### src/rtl/ort_pkg.sv
// Shared types and codes for the outstanding request tracker.
`timescale 1ns / 1ps

package ort_pkg;

  localparam int SEG_W   = 6;
  localparam int IFACE_W = 8;
  localparam int RID_W   = 32;
  localparam int PEND_W  = 7;

  // command codes
  localparam logic CMD_ISSUE    = 1'b0;
  localparam logic CMD_COMPLETE = 1'b1;

  // response status codes
  localparam logic STATUS_OKAY  = 1'b0;
  localparam logic STATUS_ERROR = 1'b1;

  typedef struct packed {
    logic               command;
    logic [IFACE_W-1:0] interface_id;
    logic [RID_W-1:0]   request_id;
    logic               write_op;
    logic [SEG_W-1:0]   segment_count;
    logic [SEG_W-1:0]   slot_index;
    logic               segment_ok;
  } in_item_t;

  typedef struct packed {
    logic               accepted;
    logic [SEG_W-1:0]   granted_slot;
    logic               refused_full;
    logic               response_valid;
    logic [IFACE_W-1:0] response_interface;
    logic [RID_W-1:0]   response_id;
    logic               response_write;
    logic               response_status;
    logic               completion_fault;
    logic [PEND_W-1:0]  pending_count;
    logic               below_half;
  } out_item_t;

  // one scoreboard entry
  typedef struct packed {
    logic [SEG_W-1:0]   remaining;
    logic [IFACE_W-1:0] interface_id;
    logic [RID_W-1:0]   request_id;
    logic               write_op;
    logic               error;
  } slot_entry_t;

  // free ring update strobes
  typedef struct packed {
    logic pop;
    logic push;
  } ring_ctl_t;

endpackage

### src/rtl/ort_chan_if.sv
// Valid/ready channel carrying one payload beat.
`timescale 1ns / 1ps

interface ort_chan_if #(
  parameter type T = logic
) ();
  logic valid;
  logic ready;
  T     payload;

  modport source (output valid, output payload, input ready);
  modport sink   (input valid, input payload, output ready);
endinterface

### src/rtl/ort_ring.sv
// Free slot ring: index memory with head/tail pointers and free count.
`timescale 1ns / 1ps

module ort_ring #(
  parameter int SLOT_COUNT = 64,
  localparam int IDX_W = (SLOT_COUNT > 1) ? $clog2(SLOT_COUNT) : 1,
  localparam int PTR_W = IDX_W + 1,
  localparam int CNT_W = $clog2(SLOT_COUNT + 1)
) (
  input  logic             clk,
  input  logic             rst,
  input  logic             rd_en,
  input  ort_pkg::ring_ctl_t ctl,
  input  logic [IDX_W-1:0] push_slot,
  output logic [IDX_W-1:0] head_slot,
  output logic [CNT_W-1:0] free_cnt
);

  logic [IDX_W-1:0]      ring_mem [SLOT_COUNT];
  logic [SLOT_COUNT-1:0] written;
  logic [PTR_W-1:0]      head;
  logic [PTR_W-1:0]      tail;
  logic [PTR_W-1:0]      head_next;
  logic [PTR_W-1:0]      tail_next;
  logic [IDX_W-1:0]      head_idx;
  logic [IDX_W-1:0]      tail_idx;
  logic [PTR_W:0]        diff_w;
  logic [IDX_W-1:0]      rd_data;
  logic [IDX_W-1:0]      rd_idx;
  logic                  rd_vld;

  // pointers run modulo twice the pool; memory index is modulo the pool
  always_comb begin
    head_idx = (head >= PTR_W'(SLOT_COUNT)) ? IDX_W'(head - PTR_W'(SLOT_COUNT))
                                             : IDX_W'(head);
    tail_idx = (tail >= PTR_W'(SLOT_COUNT)) ? IDX_W'(tail - PTR_W'(SLOT_COUNT))
                                             : IDX_W'(tail);
    head_next = (head == PTR_W'(2 * SLOT_COUNT - 1)) ? '0 : head + 1'b1;
    tail_next = (tail == PTR_W'(2 * SLOT_COUNT - 1)) ? '0 : tail + 1'b1;
  end

  // free count = tail - head modulo twice the pool
  always_comb begin
    if (tail >= head) begin
      diff_w = {1'b0, tail} - {1'b0, head};
    end else begin
      diff_w = {1'b0, tail} + (PTR_W + 1)'(2 * SLOT_COUNT) - {1'b0, head};
    end
    free_cnt = CNT_W'(diff_w);
  end

  // pointers and written flags
  always_ff @(posedge clk) begin
    if (rst) begin
      head    <= '0;
      tail    <= PTR_W'(SLOT_COUNT);
      written <= '0;
      rd_vld  <= 1'b0;
    end else begin
      if (ctl.pop) begin
        head <= head_next;
      end
      if (ctl.push) begin
        tail              <= tail_next;
        written[tail_idx] <= 1'b1;
      end
      if (rd_en) begin
        rd_vld <= written[head_idx];
      end
    end
  end

  // ring memory, one write and one registered read
  always_ff @(posedge clk) begin
    if (ctl.push) begin
      ring_mem[tail_idx] <= push_slot;
    end
    if (rd_en) begin
      rd_data <= ring_mem[head_idx];
      rd_idx  <= head_idx;
    end
  end

  // an entry never written holds its own index
  assign head_slot = rd_vld ? rd_data : rd_idx;

endmodule

### src/rtl/ort_slots.sv
// Per-slot scoreboard memory with written flags for the idle reset value.
`timescale 1ns / 1ps

module ort_slots #(
  parameter int SLOT_COUNT = 64,
  localparam int IDX_W = (SLOT_COUNT > 1) ? $clog2(SLOT_COUNT) : 1
) (
  input  logic                 clk,
  input  logic                 rst,
  input  logic                 rd_en,
  input  logic [IDX_W-1:0]     rd_addr,
  input  logic                 wr_en,
  input  logic [IDX_W-1:0]     wr_addr,
  input  ort_pkg::slot_entry_t wr_data,
  output ort_pkg::slot_entry_t rd_entry
);

  ort_pkg::slot_entry_t  slot_mem [SLOT_COUNT];
  logic [SLOT_COUNT-1:0] written;
  ort_pkg::slot_entry_t  rd_data;
  logic                  rd_vld;

  // written flags
  always_ff @(posedge clk) begin
    if (rst) begin
      written <= '0;
      rd_vld  <= 1'b0;
    end else begin
      if (wr_en) begin
        written[wr_addr] <= 1'b1;
      end
      if (rd_en) begin
        rd_vld <= written[rd_addr];
      end
    end
  end

  // entry memory
  always_ff @(posedge clk) begin
    if (wr_en) begin
      slot_mem[wr_addr] <= wr_data;
    end
    if (rd_en) begin
      rd_data <= slot_mem[rd_addr];
    end
  end

  // unwritten slot reads as idle
  always_comb begin
    rd_entry = rd_data;
    if (!rd_vld) begin
      rd_entry.remaining = '0;
    end
  end

endmodule

### src/rtl/outstanding_request_tracker_unit.sv
// The accepted beat and the memory read are registered; the update then loads the result into the output register.
// A new item is taken only in the idle state, after the read then write-back of the ring and slot memories.
// The next item is taken while a result still waits; the update stalls only when it is not taken.
// Reset: synchronous; pool all free, every slot idle, no result pending. No clearing pass.
// Latency and throughput do not depend on the parameters.
`timescale 1ns / 1ps

module outstanding_request_tracker_unit #(
  parameter int SLOT_COUNT   = 64,
  parameter int MAX_SEGMENTS = 22
) (
  input logic      clk,
  input logic      rst,
  ort_chan_if.sink req,
  ort_chan_if.source rsp
);

  localparam int IDX_W = (SLOT_COUNT > 1) ? $clog2(SLOT_COUNT) : 1;
  localparam int CNT_W = $clog2(SLOT_COUNT + 1);
  localparam int SIX_W = (IDX_W > ort_pkg::SEG_W) ? IDX_W : ort_pkg::SEG_W;
  localparam int PND_W = (CNT_W > ort_pkg::PEND_W) ? CNT_W : ort_pkg::PEND_W;

  typedef enum logic {S_IDLE, S_EXEC} state_t;

  state_t               state;
  ort_pkg::in_item_t    item;
  logic                 in_range;
  ort_pkg::out_item_t   out_next;
  ort_pkg::ring_ctl_t   ring_req;
  ort_pkg::ring_ctl_t   ring_ctl;
  ort_pkg::slot_entry_t slot_rd;
  ort_pkg::slot_entry_t slot_wdata;
  logic                 slot_we;
  logic [IDX_W-1:0]     head_slot;
  logic [CNT_W-1:0]     free_cnt;
  logic [CNT_W-1:0]     free_after;
  logic [CNT_W-1:0]     pending;
  logic [PND_W-1:0]     pending_w;
  logic [SIX_W-1:0]     slot_w;
  logic [SIX_W:0]       sidx_w;
  logic [IDX_W-1:0]     rd_addr;
  logic [IDX_W-1:0]     item_addr;
  logic [ort_pkg::SEG_W-1:0] seg_left;
  logic                 take;
  logic                 fire;

  // handshake
  assign req.ready = (state == S_IDLE);
  assign take      = req.valid && req.ready;
  assign fire      = (state == S_EXEC) && (!rsp.valid || rsp.ready);

  // incoming slot index, range checked against the pool
  assign sidx_w  = (SIX_W + 1)'(req.payload.slot_index);
  assign rd_addr = IDX_W'(sidx_w);
  assign item_addr = IDX_W'(item.slot_index);

  ort_ring #(.SLOT_COUNT(SLOT_COUNT)) u_ring (
    .clk       (clk),
    .rst       (rst),
    .rd_en     (take),
    .ctl       (ring_ctl),
    .push_slot (item_addr),
    .head_slot (head_slot),
    .free_cnt  (free_cnt)
  );

  ort_slots #(.SLOT_COUNT(SLOT_COUNT)) u_slots (
    .clk      (clk),
    .rst      (rst),
    .rd_en    (take),
    .rd_addr  (rd_addr),
    .wr_en    (fire && slot_we),
    .wr_addr  (ring_req.pop ? head_slot : item_addr),
    .wr_data  (slot_wdata),
    .rd_entry (slot_rd)
  );

  assign ring_ctl.pop  = fire && ring_req.pop;
  assign ring_ctl.push = fire && ring_req.push;

  // decide the item from the read data and build the result beat
  always_comb begin
    out_next   = '0;
    ring_req   = '0;
    slot_we    = 1'b0;
    slot_wdata = slot_rd;
    seg_left   = slot_rd.remaining - 1'b1;
    slot_w     = SIX_W'(head_slot);
    if (item.command == ort_pkg::CMD_ISSUE) begin
      if (free_cnt == '0) begin
        out_next.refused_full = 1'b1;
      end else if (item.segment_count == '0 ||
                   item.segment_count > ort_pkg::SEG_W'(MAX_SEGMENTS)) begin
        out_next.response_valid     = 1'b1;
        out_next.response_interface = item.interface_id;
        out_next.response_id        = item.request_id;
        out_next.response_write     = item.write_op;
        out_next.response_status    = ort_pkg::STATUS_ERROR;
      end else begin
        ring_req.pop            = 1'b1;
        slot_we                 = 1'b1;
        slot_wdata.remaining    = item.segment_count;
        slot_wdata.interface_id = item.interface_id;
        slot_wdata.request_id   = item.request_id;
        slot_wdata.write_op     = item.write_op;
        slot_wdata.error        = ort_pkg::STATUS_OKAY;
        out_next.accepted       = 1'b1;
        out_next.granted_slot   = slot_w[ort_pkg::SEG_W-1:0];
      end
    end else begin
      if (!in_range || slot_rd.remaining == '0) begin
        out_next.completion_fault = 1'b1;
      end else begin
        slot_we              = 1'b1;
        slot_wdata.remaining = seg_left;
        slot_wdata.error     = slot_rd.error | ~item.segment_ok;
        if (seg_left == '0) begin
          ring_req.push               = 1'b1;
          out_next.response_valid     = 1'b1;
          out_next.response_interface = slot_rd.interface_id;
          out_next.response_id        = slot_rd.request_id;
          out_next.response_write     = slot_rd.write_op;
          out_next.response_status    = slot_wdata.error;
        end
      end
    end
    free_after = free_cnt - CNT_W'(ring_req.pop) + CNT_W'(ring_req.push);
    pending    = CNT_W'(SLOT_COUNT) - free_after;
    pending_w  = PND_W'(pending);
    out_next.pending_count = pending_w[ort_pkg::PEND_W-1:0];
    out_next.below_half    = (pending < CNT_W'(SLOT_COUNT / 2));
  end

  // sequencer, item register and output register
  always_ff @(posedge clk) begin
    if (rst) begin
      state     <= S_IDLE;
      rsp.valid <= 1'b0;
    end else begin
      // a taken beat clears valid unless a new one is loaded this cycle
      if (rsp.valid && rsp.ready && !fire) begin
        rsp.valid <= 1'b0;
      end
      case (state)
        S_IDLE: begin
          if (take) begin
            item     <= req.payload;
            in_range <= (sidx_w < (SIX_W + 1)'(SLOT_COUNT));
            state    <= S_EXEC;
          end
        end
        S_EXEC: begin
          if (fire) begin
            rsp.payload <= out_next;
            rsp.valid   <= 1'b1;
            state       <= S_IDLE;
          end
        end
        default: begin
          state <= S_IDLE;
        end
      endcase
    end
  end

  // checks
  a_free_bounded: assert property (@(posedge clk) disable iff (rst)
    free_cnt <= CNT_W'(SLOT_COUNT))
    else $error("free count above pool size");

  a_outcome_exclusive: assert property (@(posedge clk) disable iff (rst)
    rsp.valid |-> $onehot0({rsp.payload.accepted, rsp.payload.refused_full,
                            rsp.payload.response_valid, rsp.payload.completion_fault}))
    else $error("result beat carries more than one outcome");

  a_ring_one_op: assert property (@(posedge clk) disable iff (rst)
    !(ring_ctl.pop && ring_ctl.push))
    else $error("ring pop and push in one cycle");

  a_update_after_read: assert property (@(posedge clk) disable iff (rst)
    (ring_ctl.pop || ring_ctl.push) |-> (state == S_EXEC))
    else $error("ring update outside the update cycle");

endmodule

### src/flat_wrapper.sv
// flat-port wrapper written by rule: the top's interface ports become plain ports
module outstanding_request_tracker_unit_flat 
#(
  parameter int SLOT_COUNT   = 64,
  parameter int MAX_SEGMENTS = 22
)
  (clk, rst, req_valid, req_payload, req_ready, rsp_valid, rsp_payload, rsp_ready);
  ort_chan_if #(.T(ort_pkg::in_item_t)) req_i ();
  ort_chan_if #(.T(ort_pkg::out_item_t)) rsp_i ();
  input logic clk;
  input logic rst;
  input wire logic [$bits(req_i.valid)-1:0] req_valid;
  input wire logic [$bits(req_i.payload)-1:0] req_payload;
  output wire logic [$bits(req_i.ready)-1:0] req_ready;
  output wire logic [$bits(rsp_i.valid)-1:0] rsp_valid;
  output wire logic [$bits(rsp_i.payload)-1:0] rsp_payload;
  input wire logic [$bits(rsp_i.ready)-1:0] rsp_ready;
  assign req_i.valid = req_valid;
  assign req_i.payload = req_payload;
  assign req_ready = req_i.ready;
  assign rsp_valid = rsp_i.valid;
  assign rsp_payload = rsp_i.payload;
  assign rsp_i.ready = rsp_ready;
  outstanding_request_tracker_unit #(.SLOT_COUNT(SLOT_COUNT), .MAX_SEGMENTS(MAX_SEGMENTS)) u_core (.clk(clk), .rst(rst), .req(req_i), .rsp(rsp_i));
endmodule
### config.mk
export PLATFORM = sky130hd
export DESIGN_NAME = outstanding_request_tracker_unit_flat
export DESIGN_NICKNAME = d
export VERILOG_FILES = /design/src/rtl/ort_pkg.sv /design/src/rtl/ort_chan_if.sv /design/src/rtl/ort_ring.sv /design/src/rtl/ort_slots.sv /design/src/rtl/outstanding_request_tracker_unit.sv /design/src/flat_wrapper.sv
export SDC_FILE = /design/constraint.sdc
export NUM_CORES = 2
export LEC_CHECK = 0
export BUFFER_PORTS_ARGS = -buffer_cell sky130_fd_sc_hd__buf_2
export CELL_PAD_IN_SITES_DETAIL_PLACEMENT = 1
export CELL_PAD_IN_SITES_GLOBAL_PLACEMENT = 1
export CORE_ASPECT_RATIO = 1.75
export CORE_MARGIN = 2
export CORE_UTILIZATION = 40
export DETAILED_ROUTE_END_ITERATION = 6
export GPL_TIMING_DRIVEN = 0
export PLACE_DENSITY = 0.68
export SLEW_MARGIN = 25
export SYNTH_ARGS = -nofsm -noshare
export SYNTH_HDL_FRONTEND = slang
export SYNTH_SLANG_ARGS = --single-unit
### constraint.sdc
create_clock -name clk -period 15.4 [get_ports clk]
set_input_delay 1.54 -clock clk [delete_from_list [all_inputs] [get_ports clk]]
set_output_delay 1.54 -clock clk [all_outputs]
set_load 0.02 [all_outputs]
==> flow_summary.yaml <==
timing:
  tightest_slew_ns: 1.139
  grt_setup_unrepaired: "false"
  holdWs_ns: 0.4458
  fmax_mhz: 132.0
  finClkSkew_ns: 0.1098
  fin_crit_sh_pct: 49.21
  slew_headroom_pct: 21.87
  drv_slew: 0
  period_needed_ns: 7.578
  setup_viol: 0
  hold_violations: 0
  post-route-worst-setup-slack_ns: 7.822
floorplanning:
  core_um2: 362900
  die_w_um: 459.9
  start_util_pct: 40.09
  rows: 293
  die_y_um: 801.9
  ios: 121
  die_area_um2: 368800
power:
  finalPower_w: 0.02180
  power.switching_w: 0.004932
  p_per_area_nw_per_um2: 127.7
  p_clk_share_pct: 40.8
  leakage_nw: 53.38
  p_int_w: 0.01687
  seqPwrFrac_pct: 52.7
  ir_worst_vdd_mv: 0.08933
  combPwrFrac_pct: 6.4
  p_sw_share_pct: 22.62
clock_network:
  numClockSinks: 3777
  cts_setup_buffers: 0
  cts_max_level: 5
  cts_max_path_buffers: 4
  cts.clk_slew.worst_paths_ns: 0.07
  post_cts_resized: 0
  cts-root-buf: "clkbuf_16"
  worstSkewPairLatency_ns: 0.99
  cts_tree: "built"
  hold_buffers: 0
  cts_buffers: 343
placed_design:
  place_ws_ns: 7.807
  globalplace.congestion: 0.9297
  dp_hpwl_um: 331300
  dp.cells: 11510
  io_buffers: 120
synthesis:
  ys.warnings.count: 0
  synth-seq-cells: 3777
  syn_inst: 6398
  synth_area_per_cell_um2: 22.74
  synth-edff-count: 3631
  async_flop_share_pct: 0
  synth_flop_cell: "edfxtp_1"
  synth-seq-area-share_pct: 76.94
  yosys-top-cells-count: "edfxtp_1 (3631), mux4_2 (1125), nor2_1 (250)"
  syn_area_um2: 145500
  syn-num-nets: 6479
  yosys.cell_count.top_type: "edfxtp_1"
  synth.largest_area_cell: "edfxtp_1"
  synth_top_area_share_pct: 74.94
  synth_cell_types: 77
  ys_top_cells_by_area: "edfxtp_1 (75%), mux4_2 (17%), dfxtp_1 (2.0%)"
drt:
  wl_per_cell_um: 38.64
  drt-total-wl_um: 471100
  drtAntennaViolNets: 0
  route.detailed.drc: 4
  vias: 74040
  drt-pass1-iter-count: 7
  dr.first_iter.drc_count: 9346
  vias_per_cell: 6.074
setup_path:
  path_max_fanout: 16
  cp.required_ns: 16.03
  endpoint_kind: "register"
  cp-start-kind: "register"
  cp.arrival_ns: 8.21
  critPathKind: "register to register"
global_route:
  grt.overflow.total: 0
  grt_use_total_pct: 25.36
  grt_pass1_wl_um: 644000
  antenna_found_initial: 33
  grt_max_degree: 65
  grt_pass1_vias: 77750
cells_and_area:
  area_growth_pct: 17.31
  finalNetCount: 7216
  drive_gt1_share_pct: 32.49
  stdcell_count: 12190
job:
  drv_cap: 0
worst_hold_path:
  hp-class: "register to register"
outcome:
  status: "finished, violations left"
  violations: "design-rule violations"
[critical path, cell delays in order (launching register included)]
cell and delay, ns:
dfxtp_1 0.35, buf_2 0.35, buf_1 0.75, inv_1 0.39, ha_1 0.38, nor2b_1 0.13
o21a_1 0.17, o21ai_0 0.22, a21oi_1 0.12, a2111oi_2 0.48, ha_1 0.25, nand4b_1 0.14
nor2_1 0.13, nand3_1 0.28, and3_1 0.27, buf_6 0.13, inv_6 0.11, buf_2 0.33
mux2i_1 0.76, nand2_1 0.37, nor2_4 0.62, buf_16 0.26, buf_16 0.19
[placed cells by master (no fill, tap or decap), types with 22 or more instances in the layout]
master,instances
clkbuf_1,171
a22o_1,43
bufinv_16,46
buf_12,83
dfxtp_1,146
a21oi_1,91
buf_2,254
nand2_4,41
o22ai_1,46
nand2_1,146
buf_4,45
buf_16,143
inv_1,77
a31oi_1,36
diode_2,62
clkinv_2,61
clkinv_1,61
a211oi_1,52
mux4_2,1125
nand3_1,22
mux2i_1,47
nor2b_1,37
clkbuf_2,43
clkbuf_16,350
edfxtp_1,3631
nor2_1,191
nor2_4,58
[layout make-up]
class,count,area [µm²]
antenna,62,155.1
multi-input combinational,2184,32520
buffer,350,1702
clock inverter,211,2386
fill,32560,192200
timing repair buffer,392,6730
sequential,3777,112000
inverter,87,344.1
tap,4720,5906
clock buffer,407,8992
[power by group through the flow]
stage | registers [W] | clock network (W) | logic, W
finish | 0.0115 | 0.00890 | 0.00140
detailed placement | 0.0117 | 0 | 0.00139
floorplan | 0.0117 | 0 | 0.000673
global route | 0.0115 | 0.00930 | 0.00143
CTS | 0.0115 | 0.00896 | 0.00139
global placement | 0.0118 | 0 | 0.00122
[state kept, by name, summed over array words and instances, names as in the netlist, 7 cells and up]
name	cells
u_core.item	49
u_core.rsp.payload	60
u_core.u_ring.head	7
u_core.u_ring.ring_mem	384
u_core.u_ring.tail	7
u_core.u_ring.written	64
u_core.u_slots.rd_entry	42
u_core.u_slots.slot_mem	3072
u_core.u_slots.written	64
[cell families (layout without fill, tap and decap cells)]
logic type      after synthesis  count (layout)  synth area share, %
compound gates              347             347                1.650
other cells                   0              62                    0
flops                      3777            3777                76.94
simple gates                605             605                1.849
buf+inv                     437            1447                1.342
mux                        1190            1190                17.89
xor+xnor                     20              20               0.1204
fa+ha+maj                    22              22               0.1995
[path summary, 6_finish.rpt]
| path | from | depth (start not counted) | end | slack [ns] |
|---|---|---|---|---|
| worst max-delay path | u_core.u_ring.head[1]$_SDFFE_PP0P_ | 22 | u_core.u_slots.slot_mem[34][22]$_DFFE_PP_ | 7.82 |
| worst min-delay path | u_core.u_ring.head[4]$_SDFFE_PP0P_ | 0 | u_core.u_ring.rd_idx[4]$_DFFE_PP_ | 0.45 |
| worst max register to register | u_core.u_ring.head[1]$_SDFFE_PP0P_ | 22 | u_core.u_slots.slot_mem[34][22]$_DFFE_PP_ | 7.82 |
| worst min register to register | u_core.u_ring.head[4]$_SDFFE_PP0P_ | 0 | u_core.u_ring.rd_idx[4]$_DFFE_PP_ | 0.45 |
[layer usage]
metal / track usage [%] / vias to the layer above / share of wire [%]
met2: 43.37 / 4339 / 51
li1: - / 28590 / -
met4: 18.96 / 0 / 9.0
met1: 28.43 / 40020 / 32
met3: 4.243 / 1089 / 7.5
met5: 0 / - / 0
[through the flow]
step,TNS (ns),util [%],instance area [µm²]
2_1_floorplan,0,-,145500
3_3_place_gp,-9.054,41.88,152000
3_5_place_dp,0,43.84,159100
4_1_cts,0,46.97,170500
5_1_grt,0,47.02,170700
6_report,0,47.03,170700
(Power assumes the default switching activity.)
